--- config.mk ---
export PLATFORM = sky130hd
export DESIGN_NAME = loop_frame_line_encoder
export DESIGN_NICKNAME = d
export VERILOG_FILES = /design/src/rtl/lfle_pkg.sv /design/src/rtl/lfle_slot_cell.sv /design/src/rtl/loop_frame_line_encoder.sv
export SDC_FILE = /design/constraint.sdc
export NUM_CORES = 1
export LEC_CHECK = 0
export BUFFER_PORTS_ARGS = -buffer_cell sky130_fd_sc_hd__buf_2
export CORE_AREA = 2 2 148 150
export CTS_CLUSTER_SIZE = 8
export DETAILED_ROUTE_END_ITERATION = 6
export DIE_AREA = 0 0 150 152
export PLACE_DENSITY = 0.59
export SLEW_MARGIN = 0
export SYNTH_ARGS = -nofsm -noshare
export SYNTH_HDL_FRONTEND = slang
export SYNTH_SLANG_ARGS = --single-unit
--- constraint.sdc ---
create_clock -name clk -period 4.85 [get_ports clk]
set_input_delay 0.2425 -clock clk [delete_from_list [all_inputs] [get_ports clk]]
set_output_delay 0.2425 -clock clk [all_outputs]
set_load 0.1 [all_outputs]
--- src/rtl/lfle_pkg.sv ---
// Shared types, constants and slot encoding for the loop frame line encoder.
package lfle_pkg;

    // Frame and slot geometry
    localparam int FRAME_BITS      = 11;
    localparam int SYNC_SLOTS      = 6;
    localparam int SLOTS_PER_BIT   = 4;
    localparam int SLOTS_PER_FRAME = SYNC_SLOTS + (FRAME_BITS - 1) * SLOTS_PER_BIT;

    // Position of a slot inside one bit cell
    typedef enum logic [2:0] {
        PHASE_FIRST  = 3'b001,
        PHASE_SECOND = 3'b010,
        PHASE_IDLE   = 3'b100
    } slot_phase_t;

    // One input item: a loop frame with its parameter
    typedef struct packed {
        logic [2:0] frame_control;
        logic [7:0] frame_data;
        logic [7:0] param;
        logic [7:0] param_mask;
    } frame_item_t;

    // One result item: the wire levels of a single line slot
    typedef struct packed {
        logic pos_drive;
        logic neg_drive;
        logic last_slot;
    } slot_item_t;

    // Per-cell control from the chain controller
    typedef struct packed {
        logic load;
        logic shift;
    } cell_ctrl_t;

    // Build the 11-bit frame from an input item
    function automatic logic [FRAME_BITS-1:0] frame_assemble(frame_item_t item);
        return {item.frame_control, item.frame_data | (item.param & item.param_mask)};
    endfunction

    // Wire levels for one slot: a one drives pos then neg, a zero the reverse
    function automatic slot_item_t slot_encode(logic bit_val, slot_phase_t phase,
                                               logic is_last);
        slot_item_t s;
        s.last_slot = is_last;
        unique case (phase)
            PHASE_FIRST:
            begin
                s.pos_drive = bit_val;
                s.neg_drive = ~bit_val;
            end
            PHASE_SECOND:
            begin
                s.pos_drive = ~bit_val;
                s.neg_drive = bit_val;
            end
            PHASE_IDLE:
            begin
                s.pos_drive = 1'b0;
                s.neg_drive = 1'b0;
            end
            default:
            begin
                s.pos_drive = 1'b0;
                s.neg_drive = 1'b0;
            end
        endcase
        return s;
    endfunction

endpackage

--- src/rtl/lfle_slot_cell.sv ---
// One cell of the slot chain: holds one line slot and passes it toward the head.
module lfle_slot_cell (
    input  logic                 clk,
    input  logic                 rst_n,
    input  lfle_pkg::cell_ctrl_t ctrl,
    input  lfle_pkg::slot_item_t load_slot,
    input  lfle_pkg::slot_item_t next_slot,
    input  logic                 next_valid,
    output lfle_pkg::slot_item_t slot,
    output logic                 valid
);

    lfle_pkg::slot_item_t slot_reg;
    lfle_pkg::slot_item_t slot_next;
    logic                 valid_reg;
    logic                 valid_next;

    // Load a fresh frame, else take the neighbor's slot on advance, else hold
    always_comb
    begin
        priority if (ctrl.load)
        begin
            slot_next  = load_slot;
            valid_next = 1'b1;
        end
        else if (ctrl.shift)
        begin
            slot_next  = next_slot;
            valid_next = next_valid;
        end
        else
        begin
            slot_next  = slot_reg;
            valid_next = valid_reg;
        end
    end

    // Valid flag
    always_ff @(posedge clk or negedge rst_n)
    begin
        if (!rst_n)
        begin
            valid_reg <= 1'b0;
        end
        else
        begin
            valid_reg <= valid_next;
        end
    end

    // Slot payload
    always_ff @(posedge clk)
    begin
        slot_reg <= slot_next;
    end

    assign slot  = slot_reg;
    assign valid = valid_reg;

endmodule

--- src/rtl/loop_frame_line_encoder.sv ---
// Top level: expands each loop frame into 46 line slots through a chain of slot cells.
// The first slot of a frame is offered in the cycle after the frame item is taken.
// One slot leaves per cycle while slot_stall is low, from the 46-cell slot chain.
// A new frame is taken on the same edge that the last slot of the previous one leaves.
// Reset clears every cell's valid flag; the chain is empty and takes a frame at once.
module loop_frame_line_encoder (
    input  logic                  clk,
    input  logic                  rst_n,
    input  logic                  frame_valid,
    output logic                  frame_stall,
    input  lfle_pkg::frame_item_t frame_item,
    output logic                  slot_valid,
    input  logic                  slot_stall,
    output lfle_pkg::slot_item_t  slot_item
);

    localparam int Slots = lfle_pkg::SLOTS_PER_FRAME;

    logic [lfle_pkg::FRAME_BITS-1:0] frame_bits;
    lfle_pkg::cell_ctrl_t            ctrl;
    lfle_pkg::slot_item_t            cell_slot  [Slots];
    logic                            cell_valid [Slots];
    logic                            load;
    logic                            advance;

    // Assemble the frame from the incoming item
    assign frame_bits = lfle_pkg::frame_assemble(frame_item);

    // Take a frame when the chain is empty or only its last slot is leaving
    assign advance     = cell_valid[0] & ~slot_stall;
    assign frame_stall = cell_valid[0] & (cell_valid[1] | slot_stall);
    assign load        = frame_valid & ~frame_stall;

    assign ctrl.load  = load;
    assign ctrl.shift = advance;

    // Build the chain; each cell encodes its own slot of the frame on load
    for (genvar k = 0; k < Slots; k++)
    begin : g_cell
        localparam int  Rel     = (k < lfle_pkg::SYNC_SLOTS) ? 0 : k - lfle_pkg::SYNC_SLOTS;
        localparam int  BitPos  = (k < lfle_pkg::SYNC_SLOTS) ? lfle_pkg::FRAME_BITS - 1
                                  : lfle_pkg::FRAME_BITS - 2 - Rel / lfle_pkg::SLOTS_PER_BIT;
        localparam int  Sub     = (k < lfle_pkg::SYNC_SLOTS) ? k
                                  : Rel % lfle_pkg::SLOTS_PER_BIT;
        localparam bit  IsIdle  = (k < lfle_pkg::SYNC_SLOTS) ? (k >= 4) : (Sub >= 2);
        localparam bit  IsLast  = (k == Slots - 1);

        lfle_pkg::slot_phase_t phase;
        lfle_pkg::slot_item_t  load_slot;
        lfle_pkg::slot_item_t  next_slot;
        logic                  next_valid;

        assign phase = IsIdle ? lfle_pkg::PHASE_IDLE
                     : ((Sub % 2) == 0) ? lfle_pkg::PHASE_FIRST : lfle_pkg::PHASE_SECOND;
        assign load_slot = lfle_pkg::slot_encode(frame_bits[BitPos], phase, IsLast);

        if (k == Slots - 1)
        begin : g_tail
            assign next_slot  = '0;
            assign next_valid = 1'b0;
        end
        else
        begin : g_body
            assign next_slot  = cell_slot[k+1];
            assign next_valid = cell_valid[k+1];
        end

        lfle_slot_cell u_cell (
            .clk        (clk),
            .rst_n      (rst_n),
            .ctrl       (ctrl),
            .load_slot  (load_slot),
            .next_slot  (next_slot),
            .next_valid (next_valid),
            .slot       (cell_slot[k]),
            .valid      (cell_valid[k])
        );
    end

    // Drive the head cell out
    assign slot_valid = cell_valid[0];
    assign slot_item  = cell_slot[0];

    // A frame is only loaded into a chain holding at most its head slot
    a_load_on_empty: assert property (@(posedge clk) disable iff (!rst_n)
        load |-> !cell_valid[1])
        else $error("frame loaded while chain still busy");

    // A loaded frame starts with a valid, non-final head slot
    a_load_fills: assert property (@(posedge clk) disable iff (!rst_n)
        load |=> (cell_valid[0] && cell_valid[Slots-1] && !cell_slot[0].last_slot))
        else $error("load did not fill the chain");

    // The final slot is exactly the one with nothing behind it
    a_last_alone: assert property (@(posedge clk) disable iff (!rst_n)
        cell_valid[0] |-> (cell_slot[0].last_slot == !cell_valid[1]))
        else $error("last slot marker out of step with chain");

    // The tail cell is valid only from a load until the chain first advances
    a_tail_fresh: assert property (@(posedge clk) disable iff (!rst_n)
        cell_valid[Slots-1] && !$past(load) |-> $past(cell_valid[Slots-1]) && !$past(advance))
        else $error("tail cell valid without load");

endmodule

== Word level (Yosys, flattened, before mapping) ==
Index checks and enable logic that the tools add are counted.
Operators by class
  mux-type cells: 140
  bitwise gates (word level): 19
  reductions and logical operators: 1
Operators by type and width (count)
  $mux 3: 48
  $mux 1: 92
  $not 1->1: 13
  $and 8x8->8: 1
  $or 8x8->8: 1
  $and 1x1->1: 3
  $reduce_bool 2->1: 1
  $or 1x1->1: 1
Storage, ports and cells
  word-level logic and storage cells: 340
  register bits: 180

== Longest topological paths before layout ==
  word-level depth: 5
  gate-level depth with buffers: 6

== Cells and area by module ==
A second synthesis with hierarchy kept.
Unflattened totals
  cell total of the unflattened synthesis: 484
  area, all modules: 7943.9 sq um
By module, submodules not included
  lfle_slot_cell: cells each 10, area an instance 170.2 sq um, seq. area each 115.1 sq um, times used 46
  loop_frame_line_encoder: cells each 24, area an instance 116.4 sq um, seq. area each 0.0 sq um, times used 1

== Least setup slack after synthesis ==
No wires, ideal clock.
  path kind: reg-to-reg
  start: register g_cell[0].u_cell.valid_reg
  end: register g_cell[0].u_cell.slot_reg, in the netlist g_cell[0].u_cell.slot[1] (enable)
  arrival time: 2.569 ns
  path slack: 1.695 ns
  stages on the path, launching flop included: 5
  cells stage by stage: dfrtp_1 -> o21ai_1 -> nand2_1 -> clkbuf_1 -> nand2_1
On the way
  word-level cells in the longest chain between the ends: 4
  elaborated cells on any way between the ends: 5
Ends and longest elaborated chain
  start, declared: RTL line lfle_slot_cell.sv:15  | logic valid_reg;
  start signal, assigned: RTL line lfle_slot_cell.sv:47  | valid_reg <= valid_next;
  $and 1x1->1: RTL line loop_frame_line_encoder.sv:31  | assign frame_stall = cell_valid[0] & (cell_valid[1] | slot_stall);
  $not 1->1: RTL line loop_frame_line_encoder.sv:32  | assign load = frame_valid & ~frame_stall;
  $and 1x1->1: RTL line loop_frame_line_encoder.sv:32
  $reduce_bool 2->1 (no line) (*)
  end signal, assigned: RTL line lfle_slot_cell.sv:54  | slot_reg <= slot_next;
  end, declared: RTL line lfle_slot_cell.sv:13  | lfle_pkg::slot_item_t slot_reg;
Every way passes the cells marked *; elsewhere a longest branch is shown, timed or not.
A chain may end at the register's enable or synchronous reset.

== Worst setup path in the final report ==
  start: register g_cell[0].u_cell.valid_reg
  end: register g_cell[38].u_cell.slot_reg, in the netlist g_cell[38].u_cell.slot[2] (enable)
On the way
  word-level cells in the longest chain between the ends: 4
  elaborated cells on any way between the ends: 5
Ends and longest elaborated chain (RTL line)
  $and 1x1->1: loop_frame_line_encoder.sv:31
  $not 1->1: loop_frame_line_encoder.sv:32
  $and 1x1->1: loop_frame_line_encoder.sv:32
  $reduce_bool 2->1 (no line) (*)
  end signal, assigned: lfle_slot_cell.sv:54
  end, declared: lfle_slot_cell.sv:13
Marked as above.

==> metrics.md <==
| Metric | Value |
|---|---|
| WP data arrival | `2.50 ns` |
| Global placement routability congestion | `0.668` |
| Initial Util | `0.314` |
| Drt first pass iters | `5` |
| RSZ-0062 raised after global routing | `no` |
| Antenna Nets Post-Route | `0` |
| # DRC | `0` |
| TritonCTS buffer count | `17` |
| Clk_lat worst skew | `0.42 ns` |
| Area of the multi-input gates | `around 2200 um^2` |
| Element type at the critical path end | `flip-flop` |
| Starting DRT DRC Count | `about 400` |
| Die width | `about 150 um` |
| Syn Nets | `720` |
| Clock skew | `0.00769 ns` |
| CTS tree | `done` |
| Clock transition at path regs | `0.06 ns` |
| Outcome | `finished, violations left` |
| GRT Util Overall | `0.112` |
| Largest family of logic cells by synthesized area | `simple AND/OR/NAND/NOR gates` |
| Post_cts resized | `0` |
| Compound-Gate Fraction of Synth Area | `0.133` |
| Slew at the pin closest to its max-slew limit | `~1.1 ns` |
| Hold Buf Count CTS | `0` |
| Detailed Place HPWL | `6210 um` |
| Largest area contributor in the netlist | `dfxtp_1` |
| Max H-tree Level | `4` |
| Setup TNS | `0 ns` |
| Clock Tree Buf Depth | `2` |
| Nets | `727` |
| Setup Viol. Count Final | `0` |
| Die area | `22800 um^2` |
| Syn. warnings | `0` |
| Failing checks | `hold timing` |
| FMAX | `0.383 GHz` |
| Layout Cells excl Fill | `990` |
| Avg Inst Size Synth | `9.74 um^2` |
| Dpl cell area | `7050 um^2` |
| Tot Pwr | `0.00437 W` |
| Max-cap violations | `0` |
| Power per cell area | `574 nW/um^2` |
| Routed length per instance | `12.2 um` |
| Rows | `54` |
| Post-CTS Setup Inserts | `0` |
| Yosys top cell area share | `0.257` |
| Final Cell Area | `approximately 7600 um^2` |
| CP max FO | `83` |
| Vias in the first global route | `4247` |
| Synth cell types | `22` |
| Post-synthesis adder-cell area fraction | `0` |
| Root cell of the clock tree | `clkbuf_16` |
| Fin. max-slew vios | `0` |
| Simple-Gate Fraction of Synth Area | `0.184` |
| Floorplan core area | `21400 um^2` |
| Synth Area in XOR/XNOR | `0` |
| Max reg flops | `approximately 130` |
| Cells after Synth | `approximately 690` |
| Worst hold-check slack | `-0.00571 ns` |
| Buffers on Ports | `35` |
| Vias | `4589` |
| Leakage | `3.00 nW` |
| FILL cells | `2191` |
| Relative slew slack | `0.238` |
| # placed instances | `957` |
| CTS sink cnt | `180` |
| WL final | `12100 um` |
| Layout Area Growth over Synthesis | `13.6%` |
| Die H | `152 um` |
| First-pass GRT wire length | `20600 um` |
| Mux contribution to synthesized area | `0` |
| Yosys reg bits | `180` |
| Largest net degree at the start of global routing | `84` |
| Critical Path Start Type | `flip-flop` |
| Register area share after synthesis | `0.643` |
| Peak supply drop | `551 uV` |
| Reg area | `4310 um^2` |
| Post-Syn Area | `about 6700 um^2` |
| CP Data Required Time | `about 4.7 ns` |
| Drt via density | `4.64` |
| Share of layout cells above drive strength 1 | `0.103` |
| Ranking of synthesized cells by area | `dfxtp_1 26%, edfxtp_1 21%, dfrtp_1 17%, nand2_1 15%, a21oi_1 6.9%` |
| Final worst path period need | `2.61 ns` |
| Remaining Overflow, GRT | `0` |
| Tcrit/Tclk final | `0.538` |
| Fin. Hold Viols | `17` |
| Type of the worst setup path | `reg -> reg` |
| I/O Pins | `36` |
| Worst hold-check path type | `in -> async` |
| Initial antenna violation count | `1` |
## per-stage QoR
| step | hold WS [ns] | utilization | worst slack [ns] |
|---|---|---|---|
| 5_1_grt | 0.0779 | 0.357 | 2.02 |
| 2_1_floorplan | -0.0531 | - | 1.70 |
| 6_report | -0.00571 | 0.357 | 2.24 |
| 3_3_place_gp | 0.434 | 0.330 | 2.22 |
| 4_1_cts | 0.0110 | 0.357 | 2.19 |
| 3_5_place_dp | 0.436 | 0.330 | 2.21 |
## worst paths after layout
kind | start | to | slack [ns] | depth (start not counted)
worst max-delay path | g_cell[0].u_cell.valid$_DFFE_PN0P_ | g_cell[38].u_cell.slot[2]$_DFFE_PP_ | 2.24 | 2
worst min-delay path | rst_n | g_cell[0].u_cell.valid$_DFFE_PN0P_ | -0.006 | 1
worst max register to register | g_cell[0].u_cell.valid$_DFFE_PN0P_ | g_cell[38].u_cell.slot[2]$_DFFE_PP_ | 2.24 | 2
worst min register to register | g_cell[45].u_cell.slot[0]$_SDFFE_PP1N_ | g_cell[45].u_cell.slot[0]$_SDFFE_PP1N_ | 0.44 | 2
max in group asynchronous | rst_n | g_cell[31].u_cell.valid$_DFFE_PN0P_ | 4.24 | 1
min in group clk | frame_valid | g_cell[0].u_cell.valid$_DFFE_PN0P_ | 0.13 | 2
## worst max-delay path, cell delays in order, from the launching register on
cell and delay [ns]:
dfrtp_1 0.42, nand2b_4 0.67, nand2_2 0.88
## cells by family after synthesis
group,Yosys count
buffers and inverters,55
and+or+nand+nor,312
DFF,180
AOI/OAI and AO/OA,142
## metal layers
layer,track usage,part of all wire,wire length (um),up-vias
met3,0.0318,0.042,511,7
met1,0.160,0.52,6290,2185
met4,0.0472,0.0066,80,0
met2,0.157,0.43,5210,64
li1,-,-,-,2333
met5,0,0,0,-
## synth_stat cells, drive strengths merged
library cell	number
a21o	1
a21oi	94
a22o	22
and2	1
and3	1
buf	41
clkbuf	12
dfrtp	46
dfxtp	86
edfxtp	48
inv	2
nand2	263
nand2b	2
nand3	43
nor2	1
nor2b	1
o211ai	1
o21ai	1
o2bb2ai	23
## cell usage in the layout, fill, tap and decap left out
cell type	n
dfrtp_1	46
dfxtp_1	86
nand2_1	261
buf_4	6
buf_2	35
clkbuf_1	3
clkbuf_16	17
clkinv_2	4
a21o_1	1
a21oi_4	1
a22o_1	22
inv_1	2
edfxtp_1	48
nor2b_4	1
and3_1	1
and2_4	1
clkinv_1	3
o211ai_1	1
clkinv_4	1
nand2b_1	1
o2bb2ai_1	23
nand2b_4	1
nand3_1	43
diode_2	1
nor2_1	1
o21ai_1	1
clkinvlp_4	1
bufinv_16	3
a21oi_1	93
nand2_2	2
## power by group
part | total, W | leakage, nW | internal (W) | switching [W]
sequential | 0.00222 | 1.71 | 0.00203 | 0.000189
clock | 0.00135 | 0.280 | 0.000802 | 0.000550
combinational | 0.000804 | 1.01 | 0.000265 | 0.000539
total | 0.00437 | 3.00 | 0.00310 | 0.00128
## area by class of cell
type | count | area share
Inverter | 2 | 0.000985
Tap cell | 280 | 0.0459
Sequential cell | 180 | 0.566
Antenna cell | 1 | 0.000328
Multi-Input combinational cell | 454 | 0.283
Clock buffer | 20 | 0.0573
Timing Repair Buffer | 41 | 0.0289
Clock inverter | 12 | 0.0181
No activity file was read; power rests on OpenSTA's default activity.
